===== config.mk =====
export PLATFORM = sky130hd
export DESIGN_NAME = hwt_queue
export DESIGN_NICKNAME = d
export VERILOG_FILES = /design/src/rtl/core/hwt_pkg.sv /design/src/rtl/core/hwt_queue.sv
export SDC_FILE = /design/constraint.sdc
export NUM_CORES = 1
export LEC_CHECK = 0
export BUFFER_PORTS_ARGS = -buffer_cell sky130_fd_sc_hd__buf_2
export CORE_MARGIN = 2
export CORE_UTILIZATION = 56
export DETAILED_ROUTE_END_ITERATION = 6
export PLACE_DENSITY_LB_ADDON = 0.15
export SLEW_MARGIN = 20
export SYNTH_ARGS = -nofsm -noshare
export SYNTH_HDL_FRONTEND = slang
export SYNTH_SLANG_ARGS = --single-unit

===== constraint.sdc =====
create_clock -name clk -period 8.2 [get_ports clk]
set_input_delay 0 -clock clk [delete_from_list [all_inputs] [get_ports clk]]
set_output_delay 0 -clock clk [all_outputs]
set_load 0.005 [all_outputs]

===== src/rtl/core/hwt_pkg.sv =====
// Package with the shared constants, codes, types and helper functions of the timer wheel.
package hwt_pkg;

    // Entry pointers are seven bits wide, with one code meaning "no entry".
    localparam int ENTRY_W = 7;
    localparam logic [ENTRY_W-1:0] NIL_ENTRY = 7'd127;
    localparam int DEF_MAX_TIMERS = 64;

    // Slot store layout: seconds, minutes, hours, days.
    localparam int NUM_SLOTS = 174;
    localparam int SLOT_W = 8;
    localparam logic [SLOT_W-1:0] SEC_OFF = 8'd0;
    localparam logic [SLOT_W-1:0] MIN_OFF = 8'd60;
    localparam logic [SLOT_W-1:0] HOUR_OFF = 8'd120;
    localparam logic [SLOT_W-1:0] DAY_OFF = 8'd144;

    // Field widths.
    localparam int ID_W = 16;
    localparam int DELAY_W = 22;
    localparam int TIME_W = 63;
    localparam int INFO_W = 39;

    // Delays of 31 days and more are refused.
    localparam logic [DELAY_W-1:0] DELAY_LIMIT = 22'd2678400;
    localparam logic [DELAY_W-1:0] MIN_SECS = 22'd60;
    localparam logic [DELAY_W-1:0] HOUR_SECS = 22'd3600;
    localparam logic [DELAY_W-1:0] DAY_SECS = 22'd86400;

    // Reciprocals scaled by 2^32, rounded down.
    localparam logic [26:0] RECIP_MIN = 27'd71582788;
    localparam logic [26:0] RECIP_HOUR = 27'd1193046;
    localparam logic [26:0] RECIP_DAY = 27'd49710;

    // At most this many firings are reported per item.
    localparam logic [6:0] MAX_RESULTS = 7'd64;

    // Input opcodes.
    localparam logic OP_TICK = 1'b0;
    localparam logic OP_INSERT = 1'b1;

    // Result kinds and status codes.
    localparam logic KIND_STATUS = 1'b0;
    localparam logic KIND_FIRED = 1'b1;
    localparam logic [1:0] ST_OK = 2'd0;
    localparam logic [1:0] ST_RANGE = 2'd1;
    localparam logic [1:0] ST_FULL = 2'd2;

    // Command codes passed from the front to the back.
    localparam logic [1:0] CMD_TICK = 2'd0;
    localparam logic [1:0] CMD_INSERT = 2'd1;
    localparam logic [1:0] CMD_REJECT = 2'd2;
    localparam logic [1:0] CMD_ZERO = 2'd3;

    // Wheel level codes.
    localparam logic [1:0] LVL_SEC = 2'd0;
    localparam logic [1:0] LVL_MIN = 2'd1;
    localparam logic [1:0] LVL_HOUR = 2'd2;
    localparam logic [1:0] LVL_DAY = 2'd3;

    // One classified command in the queue.
    typedef struct packed {
        logic [1:0]         op;
        logic [ID_W-1:0]    id;
        logic [DELAY_W-1:0] dly;
        logic               per;
        logic [3:0]         adv;
    } cmd_t;

    // Handshake group between the front and the queue.
    typedef struct packed {
        logic push;
        cmd_t cmd;
    } push_t;

    // Handshake group between the queue and the back.
    typedef struct packed {
        logic valid;
        cmd_t cmd;
    } head_t;

    // First slot of a level.
    function automatic logic [SLOT_W-1:0] lvl_off(input logic [1:0] lvl);
        logic [SLOT_W-1:0] r;
        case (lvl)
            LVL_SEC:  r = SEC_OFF;
            LVL_MIN:  r = MIN_OFF;
            LVL_HOUR: r = HOUR_OFF;
            default:  r = DAY_OFF;
        endcase
        return r;
    endfunction

    // Number of slots of a level.
    function automatic logic [6:0] lvl_size(input logic [1:0] lvl);
        logic [6:0] r;
        case (lvl)
            LVL_SEC:  r = 7'd60;
            LVL_MIN:  r = 7'd60;
            LVL_HOUR: r = 7'd24;
            default:  r = 7'd30;
        endcase
        return r;
    endfunction

    // Seconds per slot of a level.
    function automatic logic [DELAY_W-1:0] lvl_unit(input logic [1:0] lvl);
        logic [DELAY_W-1:0] r;
        case (lvl)
            LVL_SEC:  r = 22'd1;
            LVL_MIN:  r = MIN_SECS;
            LVL_HOUR: r = HOUR_SECS;
            default:  r = DAY_SECS;
        endcase
        return r;
    endfunction

endpackage


===== src/rtl/core/hwt_queue.sv =====
// Two-entry command queue between the front end and the back end.
module hwt_queue
    import hwt_pkg::*;
(
    input  logic  clk,
    input  logic  rst_n,
    input  push_t q_push,
    output logic  q_full,
    output head_t q_head,
    input  logic  q_pop
);

    cmd_t       slots_reg [2];
    logic       wr_ptr_reg;
    logic       rd_ptr_reg;
    logic [1:0] count_reg;
    logic       do_push;
    logic       do_pop;

    assign q_full = (count_reg == 2'd2);
    assign q_head.valid = (count_reg != 2'd0);
    assign q_head.cmd = slots_reg[rd_ptr_reg];
    assign do_push = q_push.push && !q_full;
    assign do_pop = q_pop && q_head.valid;

    // Payload storage.
    always_ff @(posedge clk)
    begin
        if (do_push)
        begin
            slots_reg[wr_ptr_reg] <= q_push.cmd;
        end
    end

    // Pointers and fill count.
    always_ff @(posedge clk or negedge rst_n)
    begin
        if (!rst_n)
        begin
            wr_ptr_reg <= 1'b0;
            rd_ptr_reg <= 1'b0;
            count_reg <= '0;
        end
        else
        begin
            if (do_push)
            begin
                wr_ptr_reg <= !wr_ptr_reg;
            end
            if (do_pop)
            begin
                rd_ptr_reg <= !rd_ptr_reg;
            end
            count_reg <= count_reg + {1'b0, do_push} - {1'b0, do_pop};
        end
    end

endmodule


# Word-level counts from Yosys, hierarchy flattened
# Memory sizes are Yosys's and may differ from the RTL's.
# Index checks and enable logic that the tools add are counted.
# Widths: inputs -> output; s select.
[word_totals]
regBits = 4
ramBits = 90
in_bits = 49
out_inout_bits = 47
wordCells = 15
n_memories = 1
[mem_list]
columns = ["memory", "depth", "width", "read_ports", "rd_clocked_by_memory_dff", "write_ports", "line", "text"]
rows = [
  ["slots_reg", 2, 45, 1, 0, 1, "hwt_queue.sv:13", "cmd_t slots_reg [2];"],
]
[classes]
addsub = 2
n_eq_ne = 1
mux = 2
n_reduce_logical = 6
[op_table]
columns = ["operator", "count"]
rows = [
  ["$logic_not 1->1", 3],
  ["$add 2x1->2", 1],
  ["$eq 2x2->1 const B", 1],
  ["$logic_and 1x1->1", 2],
  ["$mux 1", 2],
  ["$reduce_bool 2->1", 1],
  ["$sub 2x1->2", 1],
]

# Logic depth before layout (Yosys ltp)
[depth]
depth_word = 5
depth_mapped = 7
ltp_nobuf = 7

# Worst setup path before layout
# OpenSTA, ideal clock, no wires.
[synth_path]
kind = "register to register"
startpoint = "reg count_reg[1]"
endpoint = "mem slots_reg[0][0] (netlist bit) (enable)"
setup_ps = 447
arrival_time_ps = 2480
t_required_ps = 7753
slack_ps = 5273
path_stages_with_launch = 4
n_path_buf = 0
synth_period_minus_slack_ps = 2927
path_cell_list = "dfrtp_1 -> nand2b_1 -> nand2_1 -> nor2_1"
[synth_via]
elab_chain_len = 5
[synth_rtl]
columns = ["item", "line", "text"]
rows = [
  ["from (decl)", "hwt_queue.sv:16", "logic [1:0] count_reg;"],
  ["from (signal assigned)", "hwt_queue.sv:54", "count_reg <= count_reg + {1'b0, do_push} - {1'b0, do_pop};"],
  ["$eq 2x2->1", "hwt_queue.sv:20", "assign q_full = (count_reg == 2'd2);"],
  ["$logic_not 1->1", "hwt_queue.sv:23", "assign do_push = q_push.push && !q_full;"],
  ["$logic_and 1x1->1", "hwt_queue.sv:23", ""],
  ["$mux 1", "hwt_queue.sv:29", "if (do_push)"],
  ["$mux 1 (not written as such)", "hwt_queue.sv:31", "slots_reg[wr_ptr_reg] <= q_push.cmd;"],
  ["to (decl)", "hwt_queue.sv:13", ""],
]
# Every way passes these cells.

==> flow_metrics.env <==
export IMPL_tritoncts="done"
export IMPL_critPathArrivalTime_ps=1980
export IMPL_grt_setup_unrepaired="false"
export IMPL_synth_fp_nets=209
export IMPL_yosys_area_top_type_share=0.748
export IMPL_power_switching_w=0.000388
export IMPL_layout_core_utilization=0.767
export IMPL_netSwitchingFraction=0.260
export IMPL_drc_errors=0
export IMPL_last_weighted_congestion_value_of_the_routability_driven_placer=0.732
export IMPL_routed_via_count=1872
export IMPL_yosysMostFrequentCell="edfxtp_1"
export IMPL_placeableCoreArea_mm2=0.00631
export IMPL_worst_setup_path_startpoint="rd_ptr_reg"
export IMPL_max_cap_violations=0
export IMPL_detailed_route_vias_per_instance=4.79
export IMPL_status="complete, no violations"
export IMPL_detail_route_wl_per_cell_um=15.4
export IMPL_ys_ff_latch=94
export IMPL_netlist_instances=158
export IMPL_timing_critical_path_fanout_max=42
export IMPL_cell_internal_pwr_w=0.00110
export IMPL_post_synth_simple_gate_area=0.00969
export IMPL_synth_yosys_seq_area_share=0.775
export IMPL_numPortBuffers=95
export IMPL_worst_endpoint_required_ps=8200
export IMPL_synth_top_family_by_area="multiplexers"
export IMPL_dominantRegCellSynth="edfxtp_1"
export IMPL_antenna_cells_inserted=0
export IMPL_worst_setup_path_start_kind="register"
export IMPL_slowest_delay_ps=620
export IMPL_timing_worst_setup_path_type="reg -> out"
export IMPL_hold_path_startpoint="q_push[45]"
export IMPL_synth_edff_count=90
export IMPL_cts_buffers=9
export IMPL_first_global_vias=2033
export IMPL_grt_start_max_net_pins=46
export IMPL_worst_slack_ps=6220
export IMPL_yosys_mux_area_fraction=0.181
export IMPL_detailedRoute_firstIterationViolations=123
export IMPL_floorplan_io_pins=96
export IMPL_initial_utilization=0.573
export IMPL_synthesis_area_mm2=0.00361
export IMPL_synth_adder_area_share=0.00692
export IMPL_ys_warnings_count=0
export IMPL_number_of_flip_flops_under_the_largest_register_name=90
export IMPL_hold_path_class="in -> reg"
export IMPL_antenna_found_initial=0
export IMPL_grtUsageTotal=0.182
export IMPL_leakage_dissipation_nw=1.97
export IMPL_placement_rows=29
export IMPL_grt_ovfl_total=0
export IMPL_power_sequential_fraction=0.465
export IMPL_num_nets_final=360
export IMPL_chipHeight_um=84.3
export IMPL_ys_async_sr_fraction=0.0426
export IMPL_clock_power_share=0.205
export IMPL_final_max_slew_viol_count=0
export IMPL_clkTransAtPathRegs_ps=80
export IMPL_power_dens_cells_mw_per_mm2=308
export IMPL_timing_slew_headroom=0.506
export IMPL_final_antenna_net_count=0
export IMPL_post_synthesis_compound_gate_area_fraction=0
export IMPL_setup_tns_ps=0
export IMPL_grt_pass1_wl_um=9520
export IMPL_detail_route_wirelength_um=6040
export IMPL_die_area_mm2=0.00711
export IMPL_fp_dieW_um=84.3
export IMPL_synth_top_cells_by_area="edfxtp_1 (75%), mux2_4 (16%), dfrtp_1 (2.8%)"
export IMPL_worst_setup_path_end_kind="primary output"
export IMPL_cts_max_level=3
export IMPL_timing_worst_slew_pin_value_ps=740
export IMPL_synth_cell_type_count=15
export IMPL_pre_cts_ws_ps=6360
export IMPL_multiInputGateArea_um2=761
export IMPL_power_share_combinational=0.330
export IMPL_reg_area_mm2=0.00280
export IMPL_final_layout_size_suffix_gt1_frac=0.503
export IMPL_path_cells="buf_4 > mux2_2 > buf_2"
export IMPL_syn_area_per_cell_um2=22.9
export IMPL_r2r_start="count_reg[1]"
export IMPL_clk_insertion_delay_late_ps=340
export IMPL_final_min_clock_period_ps=1980
export IMPL_synthesized_area_fraction_occupied_by_xor_and_xnor_cells=0.00969
export IMPL_netlist_top_cell_by_area="edfxtp_1"
export IMPL_area_growth_synth_to_final_pct=34.0
export IMPL_clock_sinks=94
export IMPL_nFillCells=367
export IMPL_report_final_setup_viol=0
export IMPL_peakVddDrop_v=0.000249
export IMPL_clock_tree_buffer_depth=2
export IMPL_finalHoldViolCount=0
export IMPL_crit_path_top_delay_cell="buf_4"
export IMPL_synthTopCellsByCount="edfxtp_1 (90), mux2_4 (39), mux2_2 (6), buf_6 (5), dfrtp_1 (4)"
export IMPL_final_min_period_over_clock_period=0.241
export IMPL_drt_pass1_iter_count=3
export IMPL_fmax_mhz=506
export IMPL_fin_skew_ps=3.71
export IMPL_clk_root_buffer_cell="clkbuf_8"
[layout make-up]
type,count,area share
clock buffer,10,0.0263
clock inverter,6,0.0158
inverter,2,0.00155
multi-input combinational,57,0.157
sequential,94,0.579
tap,77,0.0199
timing repair buffer,145,0.200
[routing by layer]
metal | wire length (um) | vias up | global-route usage
met5 | 0 | - | 0
met4 | 114 | 0 | 0.0895
met3 | 331 | 11 | 0.0511
met2 | 3290 | 64 | 0.328
met1 | 2300 | 882 | 0.196
li1 | - | 915 | -
[stage by stage]
stage / instances / power [W] / cell area, um2 / hold slack [ps]
4_1_cts: 391 / 0.00151 / 4840 / 38.9
3_5_place_dp: 327 / 0.00118 / 4160 / -188
3_3_place_gp: 327 / 0.00117 / 4160 / -189
2_1_floorplan: 158 / 0.00104 / 3610 / -296
5_1_grt: 391 / 0.00158 / 4840 / 80.3
6_report: 391 / 0.00149 / 4840 / 59.7
[path summary, 6_finish.rpt]
check                                        to  slack (ps)  cells after the start
worst min-delay path                 wr_ptr_reg          60                      3
worst min register to register     count_reg[0]         540                      1
min in group asynchronous            wr_ptr_reg         580                      3
worst max-delay path                 q_head[44]        6220                      3
max in group asynchronous            rd_ptr_reg        7420                      3
worst max register to register  slots_reg[0][8]        6430                      4
[worst max-delay path, delay by kind of cell (launching register included)]
kind,cells,cell delay [ps]
multiplexers,1,420
buffers and inverters,2,750
flip-flops,1,450
[power by group through the flow]
stage | logic [W] | registers, W | clock network (W)
global placement | 0.000476 | 0.000699 | 0
global route | 0.000537 | 0.000704 | 0.000336
CTS | 0.000498 | 0.000695 | 0.000315
finish | 0.000492 | 0.000693 | 0.000306
floorplan | 0.000341 | 0.000694 | 0
detailed placement | 0.000478 | 0.000706 | 0
[kinds of logic (layout without fill, tap and decap cells)]
group	Yosys count	after routing
flops	94	94
mux	45	45
buf+inv	7	163
simple gates	6	6
xor+xnor	4	4
fa+ha+maj	2	2
[placed cells by master, fill, tap and decap left out]
cell type,Yosys,final
bufinv_16,0,2
clkbuf_8,0,9
and2_4,1,1
mux2_2,6,6
buf_2,0,95
and3_4,0,1
inv_1,2,2
nor2_4,0,1
clkbuf_1,0,1
buf_4,0,2
xnor2_1,3,3
or2_1,1,1
nand2_1,1,1
edfxtp_1,90,90
dfrtp_2,0,1
nand2b_1,1,1
mux2_4,39,39
dlygate4sd3_1,0,48
clkinv_1,0,3
dfrtp_1,4,3
xor2_1,1,1
ha_1,2,2
clkinv_2,0,1
[timing repair]
| item | 4_1_cts | 5_1_grt |
|---|---|---|
| hold endpoints to repair | 95 | 0 |
| gates resized for setup | 0 | 0 |
| hold buffers | 48 | 0 |
| buffers inserted | 0 | 0 |
No activity file was read; power rests on OpenSTA's default activity.
