--- src/rtl/core/hwt_pkg.sv ---
// Package with the shared constants, codes, types and helper functions of the timer wheel.
package hwt_pkg;

    // Entry pointers are seven bits wide, with one code meaning "no entry".
    localparam int ENTRY_W = 7;
    localparam logic [ENTRY_W-1:0] NIL_ENTRY = 7'd127;
    localparam int DEF_MAX_TIMERS = 64;

    // Slot store layout: seconds, minutes, hours, days.
    localparam int NUM_SLOTS = 174;
    localparam int SLOT_W = 8;
    localparam logic [SLOT_W-1:0] SEC_OFF = 8'd0;
    localparam logic [SLOT_W-1:0] MIN_OFF = 8'd60;
    localparam logic [SLOT_W-1:0] HOUR_OFF = 8'd120;
    localparam logic [SLOT_W-1:0] DAY_OFF = 8'd144;

    // Field widths.
    localparam int ID_W = 16;
    localparam int DELAY_W = 22;
    localparam int TIME_W = 63;
    localparam int INFO_W = 39;

    // Delays of 31 days and more are refused.
    localparam logic [DELAY_W-1:0] DELAY_LIMIT = 22'd2678400;
    localparam logic [DELAY_W-1:0] MIN_SECS = 22'd60;
    localparam logic [DELAY_W-1:0] HOUR_SECS = 22'd3600;
    localparam logic [DELAY_W-1:0] DAY_SECS = 22'd86400;

    // Reciprocals scaled by 2^32, rounded down.
    localparam logic [26:0] RECIP_MIN = 27'd71582788;
    localparam logic [26:0] RECIP_HOUR = 27'd1193046;
    localparam logic [26:0] RECIP_DAY = 27'd49710;

    // At most this many firings are reported per item.
    localparam logic [6:0] MAX_RESULTS = 7'd64;

    // Input opcodes.
    localparam logic OP_TICK = 1'b0;
    localparam logic OP_INSERT = 1'b1;

    // Result kinds and status codes.
    localparam logic KIND_STATUS = 1'b0;
    localparam logic KIND_FIRED = 1'b1;
    localparam logic [1:0] ST_OK = 2'd0;
    localparam logic [1:0] ST_RANGE = 2'd1;
    localparam logic [1:0] ST_FULL = 2'd2;

    // Command codes passed from the front to the back.
    localparam logic [1:0] CMD_TICK = 2'd0;
    localparam logic [1:0] CMD_INSERT = 2'd1;
    localparam logic [1:0] CMD_REJECT = 2'd2;
    localparam logic [1:0] CMD_ZERO = 2'd3;

    // Wheel level codes.
    localparam logic [1:0] LVL_SEC = 2'd0;
    localparam logic [1:0] LVL_MIN = 2'd1;
    localparam logic [1:0] LVL_HOUR = 2'd2;
    localparam logic [1:0] LVL_DAY = 2'd3;

    // One classified command in the queue.
    typedef struct packed {
        logic [1:0]         op;
        logic [ID_W-1:0]    id;
        logic [DELAY_W-1:0] dly;
        logic               per;
        logic [3:0]         adv;
    } cmd_t;

    // Handshake group between the front and the queue.
    typedef struct packed {
        logic push;
        cmd_t cmd;
    } push_t;

    // Handshake group between the queue and the back.
    typedef struct packed {
        logic valid;
        cmd_t cmd;
    } head_t;

    // First slot of a level.
    function automatic logic [SLOT_W-1:0] lvl_off(input logic [1:0] lvl);
        logic [SLOT_W-1:0] r;
        case (lvl)
            LVL_SEC:  r = SEC_OFF;
            LVL_MIN:  r = MIN_OFF;
            LVL_HOUR: r = HOUR_OFF;
            default:  r = DAY_OFF;
        endcase
        return r;
    endfunction

    // Number of slots of a level.
    function automatic logic [6:0] lvl_size(input logic [1:0] lvl);
        logic [6:0] r;
        case (lvl)
            LVL_SEC:  r = 7'd60;
            LVL_MIN:  r = 7'd60;
            LVL_HOUR: r = 7'd24;
            default:  r = 7'd30;
        endcase
        return r;
    endfunction

    // Seconds per slot of a level.
    function automatic logic [DELAY_W-1:0] lvl_unit(input logic [1:0] lvl);
        logic [DELAY_W-1:0] r;
        case (lvl)
            LVL_SEC:  r = 22'd1;
            LVL_MIN:  r = MIN_SECS;
            LVL_HOUR: r = HOUR_SECS;
            default:  r = DAY_SECS;
        endcase
        return r;
    endfunction

endpackage

--- src/rtl/core/hwt_front.sv ---
// Front end: accepts input items, keeps the tick clock and classifies each item into a command.
module hwt_front
    import hwt_pkg::*;
(
    input  logic               clk,
    input  logic               rst_n,
    input  logic               in_valid,
    output logic               in_ready,
    input  logic               opcode,
    input  logic [TIME_W-1:0]  now,
    input  logic [ID_W-1:0]    timer_id,
    input  logic [DELAY_W-1:0] delay,
    input  logic               periodic,
    input  logic               q_full,
    output push_t              q_push
);

    logic              started_reg;
    logic [TIME_W-1:0] last_time_reg;
    logic [5:0]        sec_cnt_reg;
    logic [5:0]        min_cnt_reg;
    logic [4:0]        hour_cnt_reg;
    logic              accept;
    logic              min_wrap;
    logic              hour_wrap;
    logic              day_wrap;
    logic              tick_ok;

    assign in_ready = !q_full;
    assign accept = in_valid && !q_full;

    // Wrap flags of the second, minute and hour counters for the coming tick.
    assign min_wrap = (sec_cnt_reg == 6'd59);
    assign hour_wrap = min_wrap && (min_cnt_reg == 6'd59);
    assign day_wrap = hour_wrap && (hour_cnt_reg == 5'd23);
    assign tick_ok = started_reg && (now >= last_time_reg);

    // Classification of the accepted item.
    always_comb
    begin
        q_push.push = 1'b0;
        q_push.cmd.op = CMD_TICK;
        q_push.cmd.id = timer_id;
        q_push.cmd.dly = delay;
        q_push.cmd.per = periodic;
        q_push.cmd.adv = {day_wrap, hour_wrap, min_wrap, 1'b1};
        if (accept)
        begin
            if (opcode == OP_INSERT)
            begin
                q_push.push = 1'b1;
                if (delay >= DELAY_LIMIT)
                begin
                    q_push.cmd.op = CMD_REJECT;
                end
                else if (delay == '0)
                begin
                    q_push.cmd.op = CMD_ZERO;
                end
                else
                begin
                    q_push.cmd.op = CMD_INSERT;
                end
            end
            else
            begin
                q_push.push = tick_ok;
            end
        end
    end

    // Tick clock state.
    always_ff @(posedge clk or negedge rst_n)
    begin
        if (!rst_n)
        begin
            started_reg <= 1'b0;
            last_time_reg <= '0;
            sec_cnt_reg <= '0;
            min_cnt_reg <= '0;
            hour_cnt_reg <= '0;
        end
        else if (accept && opcode == OP_TICK)
        begin
            if (!started_reg)
            begin
                started_reg <= 1'b1;
                last_time_reg <= now;
            end
            else if (tick_ok)
            begin
                last_time_reg <= now;
                sec_cnt_reg <= min_wrap ? 6'd0 : sec_cnt_reg + 6'd1;
                if (min_wrap)
                begin
                    min_cnt_reg <= hour_wrap ? 6'd0 : min_cnt_reg + 6'd1;
                end
                if (hour_wrap)
                begin
                    hour_cnt_reg <= day_wrap ? 5'd0 : hour_cnt_reg + 5'd1;
                end
            end
        end
    end

endmodule

--- config.mk ---
export PLATFORM = sky130hd
export DESIGN_NAME = hwt_front
export DESIGN_NICKNAME = d
export VERILOG_FILES = /design/src/rtl/core/hwt_pkg.sv /design/src/rtl/core/hwt_front.sv
export SDC_FILE = /design/constraint.sdc
export NUM_CORES = 1
export LEC_CHECK = 0
export ABC_AREA = 1
export BUFFER_PORTS_ARGS = -buffer_cell sky130_fd_sc_hd__clkbuf_2
export CORE_MARGIN = 2
export CORE_UTILIZATION = 35
export DETAILED_ROUTE_END_ITERATION = 6
export HOLD_SLACK_MARGIN = 0.05
export PLACE_DENSITY = 0.61
export SLEW_MARGIN = 10
export SYNTH_ARGS = -nofsm -noshare
export SYNTH_HDL_FRONTEND = slang
export SYNTH_SLANG_ARGS = --single-unit
--- constraint.sdc ---
create_clock -name clk -period 2.1 [get_ports clk]
set_clock_uncertainty 0.2 [all_clocks]
set_input_delay 0.315 -clock clk [delete_from_list [all_inputs] [get_ports clk]]
set_output_delay 0.315 -clock clk [all_outputs]
set_load 0.02 [all_outputs]
==> Word level (Yosys, flattened, before mapping) <==
Index checks and enable logic that the tools add are counted.
{ "op_classes": {"n_addsub": 3, "n_lt_le_gt_ge": 2, "eq_ne": 4, "n_mux": 10, "n_bitwise": 1, "n_reduce_logical": 11} }
{ "op_table": {"columns": ["cell", "count"], "rows": [
  ["63-bit 2-to-1 mux", 2],
  ["63-bit >= comparator", 1],
  ["22-bit >= comparator (second input constant)", 1],
  ["22-bit zero test", 1],
  ["6-bit by 1-bit adder with 6-bit output (second input constant)", 2],
  ["6-bit == test (second input constant)", 2],
  ["6-bit 2-to-1 mux", 2],
  ["4-bit AND reduction", 2],
  ["2-bit 2-to-1 mux", 3],
  ["5-bit by 1-bit adder with 5-bit output (second input constant)", 1],
  ["5-bit == test (second input constant)", 1],
  ["1-bit logical AND", 5],
  ["5-bit 2-to-1 mux", 1],
  ["3-bit 2-to-1 mux", 1],
  ["3-bit AND reduction", 1],
  ["2-bit by 1-bit inequality test with 1-bit output (second input constant)", 1],
  ["2-bit AND reduction", 1],
  ["1-bit zero test", 1],
  ["1-bit 2-to-1 mux", 1],
  ["1-bit inverter", 1]
]} }
{ "totals": {"ff_bits": 81, "in_bits": 107, "out_inout_bits": 47} }

==> Depth between registers and ports, before layout <==
Gate-level depths: netlist of the first run.
{ "depth": {"word_depth": 5, "mapped_depth": 19, "depth_no_buf": 18} }

==> Least setup slack after synthesis of the first run <==
Ideal clock, no wire load.
{ "synth_path": {"path_kind": "flip-flop to output port", "startpoint": "register last_time_reg[28]", "endpoint": "output port q_push[45] (netlist bit)", "arrival_time_ps": 1901, "t_required_ps": 1585, "slack_ps": -316, "stages_incl_launch_ff": 15, "path_buffers": 0, "cell_sequence": "dfrtp_1 inv_1 ha_1 nand2_1 nor2_2 nand2_1 inv_2 nand2_1 nor2_1 nand2_1 nand3_1 nor2_2 nand2_1 nand2_2 o21ai_0"} }
{ "synth_lines": {"columns": ["element", "line_no", "rtl"], "rows": [
  ["start: declaration", "hwt_front.sv:19", "logic [TIME_W-1:0] last_time_reg;"],
  ["start signal: assignment", "hwt_front.sv:88", "last_time_reg <= now;"],
  ["start signal: assignment", "hwt_front.sv:92", "last_time_reg <= now;"],
  ["end: declaration", "hwt_front.sv:15", "output push_t q_push"]
]} }

==> impl_metrics.toml, run 1 <==
[power]
total_power_uw = 9160
leakage_uw = 0.00455
p_per_area_nw_per_um2 = 1060
vdd_drop_max_v = 0.000505

[global_routing]
grt_usage_pct = 17.9
antenna_found_initial = 0
gr-total-overflow = 0
grt_max_degree = 50
grt_pass1_wl_um = 25600
grt_pass1_vias = 5498

[sta]
fmax_ghz = 0.363
setup_ws_ns = -0.657
finalCriticalPeriod_ns = 2.76
finalSetupViolations = 82
drv_slew = 0
period_share_pct = 131
hold_viol = 0
hold_ws_ns = 0.0446
rsz0062_at_grt = "yes"

[floorplan]
io_pins = 154
core_area_sq_um = 16500
die_area_sq_um = 17900
initial_core_util_pct = 35.7
die-width_um = 134
die_h_um = 134
num_rows = 47

[hold_path]
hold_class = "primary input to flip-flop"

[yosys]
seq_area_frac_synth_pct = 34.4
synthesis.area_sq_um = 5890
synthArstFlopShare_pct = 100
synth_cell_types = 34
syn_area_per_cell_sq_um = 7.30
synthFlopType = "dfrtp_1"
synth_seq_cells = 81
synth_edf_count = 0
synth_nets = 980
yosys_warnings = 0
synth_cells = 807

[layout]
drive_gt1_share_pct = 35.6
post-route-util_pct = 52.2
final_area_sq_um = 8620
fillers = 1541
antennaDiodeCount = 0
syn_to_final_growth_pct = 46.3
nets = 1175
largest_reg_flops = 63

[clock_network]
cts_made_buffers = 9
cts.sinks = 81
tritoncts = "yes"
htree_levels = 3
clockBufferDepth = 2
cts_root_buf = "clkbuf_16"
clk-insertion-delay-late_ns = 0.34
cts.reportedPaths.clkPinSlew_ns = 0.06

[placed_design]
numPortBuffers = 118
hpwlAfterDp_um = 10700
place_congestion = 0.843
dpl_cell_area_sq_um = 6770

[status]
violations = "negative setup slack"
outcome = "finished with violations"

[detailed_routing]
antenna_left = 0
via_count = 5722
drtIter0Drc = 278
drc = 0
wl_per_cell_um = 13.5
dr.pass1.iters = 4
viasPerCell = 4.67
wl_um = 16600

[job]
maxCapViolCount = 0

[critical_path]
critPathArrivalTime_ns = 2.24
critical_path_peak_fanout = 3
slowest_delay_ns = 0.36
crit_path_top_delay_cell = "dfrtp_1"
crit_chain = "inv_1, ha_1, nand4_1, nor2_1, nand2_1, nor2_1, nand2_1, nand3_2, nor2_4, nand2_4, nand2_4, o21ai_4, buf_8"
end_kind = "primary output"
startpoint_type = "flip-flop"
worst_ep_required_time_ns = 1.58
critPathKind = "flip-flop to primary output"
[cell type report]
cell class              instances  area (sq um)  area share [%]
clock inverters                 3          42.5           0.493
repair buffers                250          2020            23.4
inverters                     123           462            5.35
multi-input cells             537          3550            41.2
flip-flops and latches         81          2030            23.5
well taps                     220           275            3.19
clock buffers                  11           243            2.81
[report_power, final]
part           internal [uW]  switching (uW)  total [uW]
Combinational           2350            2620        4980
Sequential              2210             404        2620
Clock                    939             629        1570
Total                   5500            3660        9160
[cells in the mapped netlist (2+ instances only)]
library cell | count | area (sq um)
ha_1 | 66 | 826
nand2_1 | 266 | 998
nor4_1 | 5 | 31.3
nor2_2 | 4 | 25.0
o21ai_1 | 2 | 10.0
buf_6 | 7 | 78.8
dfrtp_1 | 81 | 2030
o21ai_2 | 4 | 35.0
nand4_1 | 22 | 138
o21ai_0 | 11 | 55.1
clkbuf_1 | 8 | 30.0
buf_2 | 8 | 40.0
a21oi_1 | 29 | 145
inv_2 | 5 | 18.8
nor2_4 | 2 | 22.5
inv_1 | 118 | 443
xor2_1 | 2 | 17.5
nand3_2 | 2 | 20.0
buf_4 | 43 | 323
o21a_1 | 2 | 15.0
nand3_1 | 74 | 370
nor3_1 | 4 | 20.0
nor2_1 | 30 | 113
nor3_2 | 2 | 20.0
[layout by cell type (no fill, tap or decap), types with 2 or more instances in the layout]
| cell type | instances |
|---|---|
| nand2_1 | 217 |
| clkbuf_2 | 113 |
| inv_1 | 103 |
| dfrtp_1 | 81 |
| nand3_1 | 67 |
| buf_4 | 63 |
| nand2_2 | 47 |
| ha_1 | 41 |
| dlygate4sd3_1 | 40 |
| nor2_1 | 25 |
| ha_4 | 24 |
| nand4_1 | 22 |
| a21oi_1 | 21 |
| inv_2 | 20 |
| clkbuf_16 | 14 |
| buf_6 | 12 |
| buf_12 | 11 |
| nor2_4 | 8 |
| o21ai_0 | 8 |
| nand3_2 | 8 |
| a21oi_2 | 6 |
| nor4_1 | 5 |
| o21ai_1 | 4 |
| o21ai_2 | 4 |
| buf_8 | 4 |
| nand2_4 | 3 |
| nor3_4 | 3 |
| nor2_2 | 3 |
| o21a_1 | 2 |
| a21oi_4 | 2 |
| nor3_1 | 2 |
| xor2_1 | 2 |
| clkbuf_8 | 2 |
[metal layers]
layer	wire, um	vias to the layer above	track usage, %
li1	-	2896	-
met1	7650	2650	23.2
met2	7810	152	30.2
met3	756	24	2.28
met4	367	0	7.27
met5	0	-	0
[stage by stage]
step | std cells | setup TNS [ns] | worst slack, ns
2_1_floorplan | 807 | -0.0237 | -0.0237
3_3_place_gp | 1126 | -24.86 | -0.451
3_5_place_dp | 1126 | -25.79 | -0.447
4_1_cts | 1201 | -31.11 | -0.663
5_1_grt | 1225 | -56.22 | -0.810
6_report | 1225 | -42.07 | -0.657
[cells by family (layout without fill, tap and decap cells)]
kind of cell | after synthesis | count (layout) | synth area share [%]
buffers and inverters | 189 | 387 | 15.8
AO/OA/AOI/OAI | 51 | 51 | 4.78
flip-flops | 81 | 81 | 34.4
AND/OR/NAND/NOR | 416 | 416 | 30.5
XOR/XNOR | 3 | 3 | 0.446
adder cells (fa/ha/maj) | 66 | 66 | 14.0
other | 1 | 1 | 0.0636
[what timing repair did]
item / 4_1_cts / 5_1_grt
endpoints found under the setup margin: 83 / 84
gates resized for setup: 43 / 119
pin swaps: 16 / 32
endpoints found under the hold margin: 120 / 0
hold buffers: 40 / 0
buffers inserted: 20 / 23
gates cloned: 2 / 5
[worst paths after layout]
kind                                    from           endpoint  slack (ns)  cells after the start
hold / removal                        now[0]   last_time_reg[0]        0.04                      3
max in group asynchronous              rst_n     min_cnt_reg[5]        0.96                      3
setup / recovery           last_time_reg[22]         q_push[45]       -0.66                     13
setup reg to reg           last_time_reg[22]  last_time_reg[27]       -0.58                     17
hold reg to reg            last_time_reg[41]  last_time_reg[41]        0.27                      2
min in group asynchronous              rst_n  last_time_reg[46]        0.24                      2
[worst max-delay path: cells and delay by family, from the launching register on]
kind                     cells  cell delay [ns]
AO/OA/AOI/OAI                1             0.14
adder cells (fa/ha/maj)      1             0.30
flip-flops                   1             0.36
buffers and inverters        2             0.17
AND/OR/NAND/NOR              9             0.91
Note: power is estimated with default switching activity, not from simulation.
==> run 2, diff against run 1 <==
- CTS_BUF_LIST: not set -> sky130_fd_sc_hd__clkbuf_2 sky130_fd_sc_hd__clkbuf_4 sky130_fd_sc_hd__clkbuf_8
==> run 2 against run 1 <==
- the run still ends with negative setup slack left
- sequential cell count did not move
- worst hold slack improved by 0.043 ns
- maximum frequency fell by 0.21%
- highest routed layer unchanged
- largest cell class unchanged
- clock-buffer cell count did not move
- sequential power barely moved
==> impl_metrics.toml, run 2 (synthesis results as in run 1) <==
[clock_network]
cts.reportedPaths.clkPinSlew_ns = 0.09
clk-insertion-delay-late_ns = 0.37
cts_root_buf = "clkbuf_8"
tritoncts = "yes"
cts_made_buffers = 9
clockBufferDepth = 2
htree_levels = 3
cts.sinks = 81

[placed_design]
place_inst = 1126
numPortBuffers = 118
hpwlAfterDp_um = 10700
place_congestion = 0.843

[job]
maxCapViolCount = 0

[status]
violations = "negative setup slack"
outcome = "finished with violations"

[detailed_routing]
antenna_left = 0
drc = 0
wl_per_cell_um = 13.3
viasPerCell = 4.64
via_count = 5681
drtIter0Drc = 332
dr.pass1.iters = 5
wl_um = 16300

[critical_path]
critPathBufInv = 3
rr_startpoint = "last_time_reg[58]"
crit_chain = "inv_1, ha_4, nand2_1, inv_2, nand2_1, nor2_4, nand4_1, nor2_2, nand2_2, nand2_4, nand2_4, o21ai_4, buf_8"
regToRegEndpoint = "last_time_reg[35]"
crit_family = "simple AND/OR/NAND/NOR gates"
path_depth = 13
startpoint = "last_time_reg[46]"
startpoint_type = "flip-flop"
reg2reg_depth = 15
crit_end = "q_push[45]"
worst_ep_required_time_ns = 1.58
r2r_slack_ns = -0.47
critical_path_peak_fanout = 3
crit_path_top_delay_cell = "dfrtp_1"
end_kind = "primary output"
critPathArrivalTime_ns = 2.25
slowest_delay_ns = 0.37
critPathKind = "flip-flop to primary output"

[layout]
final_common_cell = "nand2_1"
syn_to_final_growth_pct = 44.0
fillers = 1571
fin_cells = 1225
drive_gt1_share_pct = 35.5
largest_reg_flops = 63
nets = 1175
antennaDiodeCount = 0
final_cell_mix = "196 x nand2_1, 113 x clkbuf_2, 110 x inv_1"
multi_input_area_sq_um = 3490
regArea_sq_um = 2030

[sta]
finalSetupViolations = 83
hold_ws_ns = 0.0879
drv_slew = 0
fmax_ghz = 0.362
fin_tns_setup_ns = -32.78
hold_viol = 0
rsz0062_at_grt = "yes"
period_share_pct = 132
setup_ws_ns = -0.663
finalCriticalPeriod_ns = 2.76

[power]
leakage_uw = 0.00453
p_per_area_nw_per_um2 = 1020
total_power_uw = 8690
vdd_drop_max_v = 0.000445
power_frac_seq_pct = 30.3
netSwitchingFraction_pct = 41.2
switchingPower_uw = 3580
pwr-share-comb_pct = 56.1
internal_power_uw = 5110
clkPwrFrac_pct = 13.5

[floorplan]
initial_core_util_pct = 35.7
io_pins = 154
num_rows = 47
die_h_um = 134
core_area_sq_um = 16500
die-width_um = 134
die_area_sq_um = 17900

[global_routing]
grt_pass1_vias = 5402
antenna_found_initial = 0
grt_pass1_wl_um = 25200
gr-total-overflow = 0
grt_usage_pct = 17.6
grt_max_degree = 50

[hold_path]
hold_class = "primary input to flip-flop"
## run 2: cell types whose count changed in the layout (fill, tap and decap cells not counted), moves of 8 or more
cell / before / now
ha_4: 24 / 14
nand2_4: 3 / 11
clkbuf_16: 14 / 6
ha_1: 41 / 50
nand2_2: 47 / 60
nand2_1: 217 / 196
clkbuf_8: 2 / 11
## run 2: cell type report
class,count,share of cell area [%]
clock inverters,3,0.501
multi-input cells,537,41.1
flip-flops and latches,81,23.9
repair buffers,250,24.1
clock buffers,11,1.71
inverters,123,5.44
well taps,220,3.24
## run 2: repair_timing
action	in CTS	in global routing
cloned	1	7
buffers inserted	14	27
pin swaps	12	18
hold buffers	41	0
endpoints found under the hold margin	121	0
endpoints found under the setup margin	84	84
gates resized for setup	28	134
## run 2: power groups by stage
stage | registers [uW] | clock network (uW) | logic [uW]
final | 2640 | 1180 | 4880
after global routing | 2710 | 1270 | 5490
after CTS | 2540 | 1220 | 3690
after detailed placement | 2560 | 0 | 3470
after global placement | 2550 | 0 | 3400
after floorplan | 2490 | 0 | 2600
## run 2: how the worst min path moves through the flow
stage,end,slack (ns),cells after the start,from
after CTS,last_time_reg[28],0.06,4,now[28]
after global placement,last_time_reg[46],0.06,1,rst_n
after global routing,last_time_reg[12],0.09,4,now[12]
after detailed placement,last_time_reg[46],0.07,1,rst_n
final,last_time_reg[12],0.09,4,now[12]
after floorplan,hour_cnt_reg[0],-0.18,0,rst_n
## run 2: routing by layer
layer / track usage, % / vias to the layer above / part of all wire (%)
met5: 0 / - / 0
met4: 6.68 / 0 / 1.6
met3: 2.17 / 17 / 4.0
met2: 29.3 / 145 / 47
met1: 23.3 / 2625 / 47
li1: - / 2894 / -
## run 2: per-stage QoR
step	worst slack [ns]	instance area, sq um	utilization [%]
3_5_place_dp	-0.447	6770	41.0
4_1_cts	-0.711	7630	46.1
6_report	-0.663	8490	51.4
3_3_place_gp	-0.451	6770	41.0
5_1_grt	-0.779	8490	51.4
2_1_floorplan	-0.0237	5910	-
## run 2: worst reg2reg max path, stage by stage, from the launching register on
cell and delay, ns:
dfrtp_1 0.40, inv_2 0.07, ha_4 0.20, nand2_2 0.08, buf_4 0.10, o21ai_0 0.10
a21oi_2 0.21, nand3_2 0.13, nor2_4 0.17, buf_4 0.14, nand3_4 0.11, buf_12 0.18
buf_12 0.12, clkbuf_16 0.15, nand3_1 0.06, nand2_1 0.05
==> run 3, diff against run 2 <==
- CORE_UTILIZATION: 35 -> 50
- PLACE_DENSITY: 0.61 -> 0.81
==> run 3 against run 2 <==
- the flow still finishes with violations (negative setup slack)
- design area is 6.6% lower
- global-route usage is 6.2 points higher
- die area is 29% lower
- clock power is 16% higher
- critical path type unchanged
- largest power group unchanged
==> impl_metrics.toml, run 3 (synthesis results as in run 1) <==
[clock_network]
cts.sinks = 81
cts_root_buf = "clkbuf_8"
clockBufferDepth = 2
cts_made_buffers = 9
clk-insertion-delay-late_ns = 0.37
tritoncts = "yes"
cts.reportedPaths.clkPinSlew_ns = 0.09
htree_levels = 3

[critical_path]
critical_path_peak_fanout = 3
critPathArrivalTime_ns = 2.34
startpoint = "last_time_reg[52]"
regToRegEndpoint = "last_time_reg[31]"
reg2reg_depth = 15
worst_ep_required_time_ns = 1.58
rr_startpoint = "last_time_reg[52]"
startpoint_type = "flip-flop"
critPathKind = "flip-flop to primary output"
end_kind = "primary output"
crit_end = "q_push[45]"
r2r_slack_ns = -0.59

[global_routing]
grt_pass1_vias = 5440
gr-total-overflow = 0
grt_usage_pct = 23.8
grt_pass1_wl_um = 24400
grt_max_degree = 54
antenna_found_initial = 0

[hold_path]
hold_class = "primary input to flip-flop"
hold_depth = 4

[floorplan]
io_pins = 154
die_area_sq_um = 12700
initial_core_util_pct = 51.4
core_area_sq_um = 11500
die-width_um = 113
die_h_um = 113
num_rows = 39

[detailed_routing]
viasPerCell = 5.30
drc = 0
via_count = 5941
dr.pass1.iters = 6
drtIter0Drc = 408
wl_um = 17300
wl_per_cell_um = 15.4
antenna_left = 0

[placed_design]
place_congestion = 0.861
place_inst = 1040
hpwlAfterDp_um = 10100
dpl_cell_area_sq_um = 6570
numPortBuffers = 118

[power]
leakage_uw = 0.00429
netSwitchingFraction_pct = 42.6
pwr-share-comb_pct = 54.4
p_per_area_nw_per_um2 = 1100
power_frac_seq_pct = 29.9
total_power_uw = 8710
switchingPower_uw = 3710
internal_power_uw = 5000
clkPwrFrac_pct = 15.8
vdd_drop_max_v = 0.000568

[layout]
largest_reg_flops = 63
antennaDiodeCount = 0
final_cell_mix = "245 x nand2_1, 114 x clkbuf_2, 101 x inv_1"
final_area_sq_um = 7920
fin_cells = 1122
syn_to_final_growth_pct = 34.4
post-route-util_pct = 69.1
nets = 1147
fillers = 828
final_common_cell = "nand2_1"
drive_gt1_share_pct = 29.9

[sta]
drv_slew = 0
finalSetupViolations = 84
finalCriticalPeriod_ns = 2.85
rsz0062_at_grt = "yes"
fmax_ghz = 0.351
fin_tns_setup_ns = -39.42
setup_ws_ns = -0.752
period_share_pct = 136
hold_viol = 0

[status]
violations = "negative setup slack"
outcome = "finished with violations"

[job]
maxCapViolCount = 0
## run 3: cell types whose count changed in the layout (fill, tap and decap cells not counted), moves of 8 or more
cell	previous run	this run
ha_4	14	25
buf_4	62	50
inv_1	110	101
ha_1	50	41
nand2_2	60	19
buf_6	10	2
inv_2	13	22
nand2_1	196	245
## run 3: per-layer routing
| metal | part of all wire (%) | global-route usage [%] | up-vias |
|---|---|---|---|
| met5 | 0 | 0 | - |
| met2 | 49 | 40.0 | 278 |
| met3 | 6.3 | 3.83 | 69 |
| met1 | 40 | 30.9 | 2744 |
| met4 | 4.0 | 9.11 | 0 |
| li1 | - | - | 2850 |
## run 3: final cells by class
cell class                      count  area, sq um  area share, %
Sequential cell                    81         2030           25.6
Multi-Input combinational cell    537         3420           43.1
Timing Repair Buffer              222         1600           20.2
Inverter                          123          462           5.83
Clock inverter                      4         73.8          0.932
Clock buffer                       12          165           2.08
Tap cell                          143          179           2.26
## run 3: worst min path at each step
stage / startpoint / end / slack [ns]
floorplan: rst_n / hour_cnt_reg[0] / -0.18
global placement: rst_n / last_time_reg[46] / 0.07
detailed placement: rst_n / last_time_reg[46] / 0.07
CTS: now[10] / last_time_reg[10] / 0.08
global route: now[11] / last_time_reg[11] / 0.1
finish: now[11] / last_time_reg[11] / 0.08
## run 3: critical path, cell delays in order, from the launching register on
cell	delay, ns
dfrtp_1	0.38
inv_1	0.10
ha_4	0.29
nand2_1	0.08
inv_1	0.08
nand2_2	0.07
nor2_1	0.18
nand2_1	0.11
a21oi_2	0.18
nor2_4	0.08
nand2_4	0.08
nand2_4	0.06
o21ai_4	0.16
buf_8	0.12
## run 3: timing repair
action | 4_1_cts | 5_1_grt
setup buffers | 3 | 15
hold buffers | 47 | 0
setup endpoints to repair | 84 | 84
cloned | 0 | 1
resized for setup | 18 | 74
endpoints found under the hold margin | 74 | 0
pin swaps | 10 | 26
## run 3: power groups by stage
stage                     clock network, uW  registers, uW  logic, uW
after CTS                              1390           2550       3640
after floorplan                           0           2490       2600
after global routing                   1480           2670       5250
after detailed placement                  0           2570       3450
after global placement                    0           2550       3330
final                                  1370           2600       4730
## run 3: through the flow
| step | hold slack [ns] | setup WS [ns] |
|---|---|---|
| after detailed placement | 0.0741 | -0.381 |
| after global placement | 0.0719 | -0.373 |
| after CTS | 0.0766 | -0.638 |
| after floorplan | -0.181 | -0.0237 |
| after global routing | 0.0992 | -0.819 |
| final | 0.0825 | -0.752 |
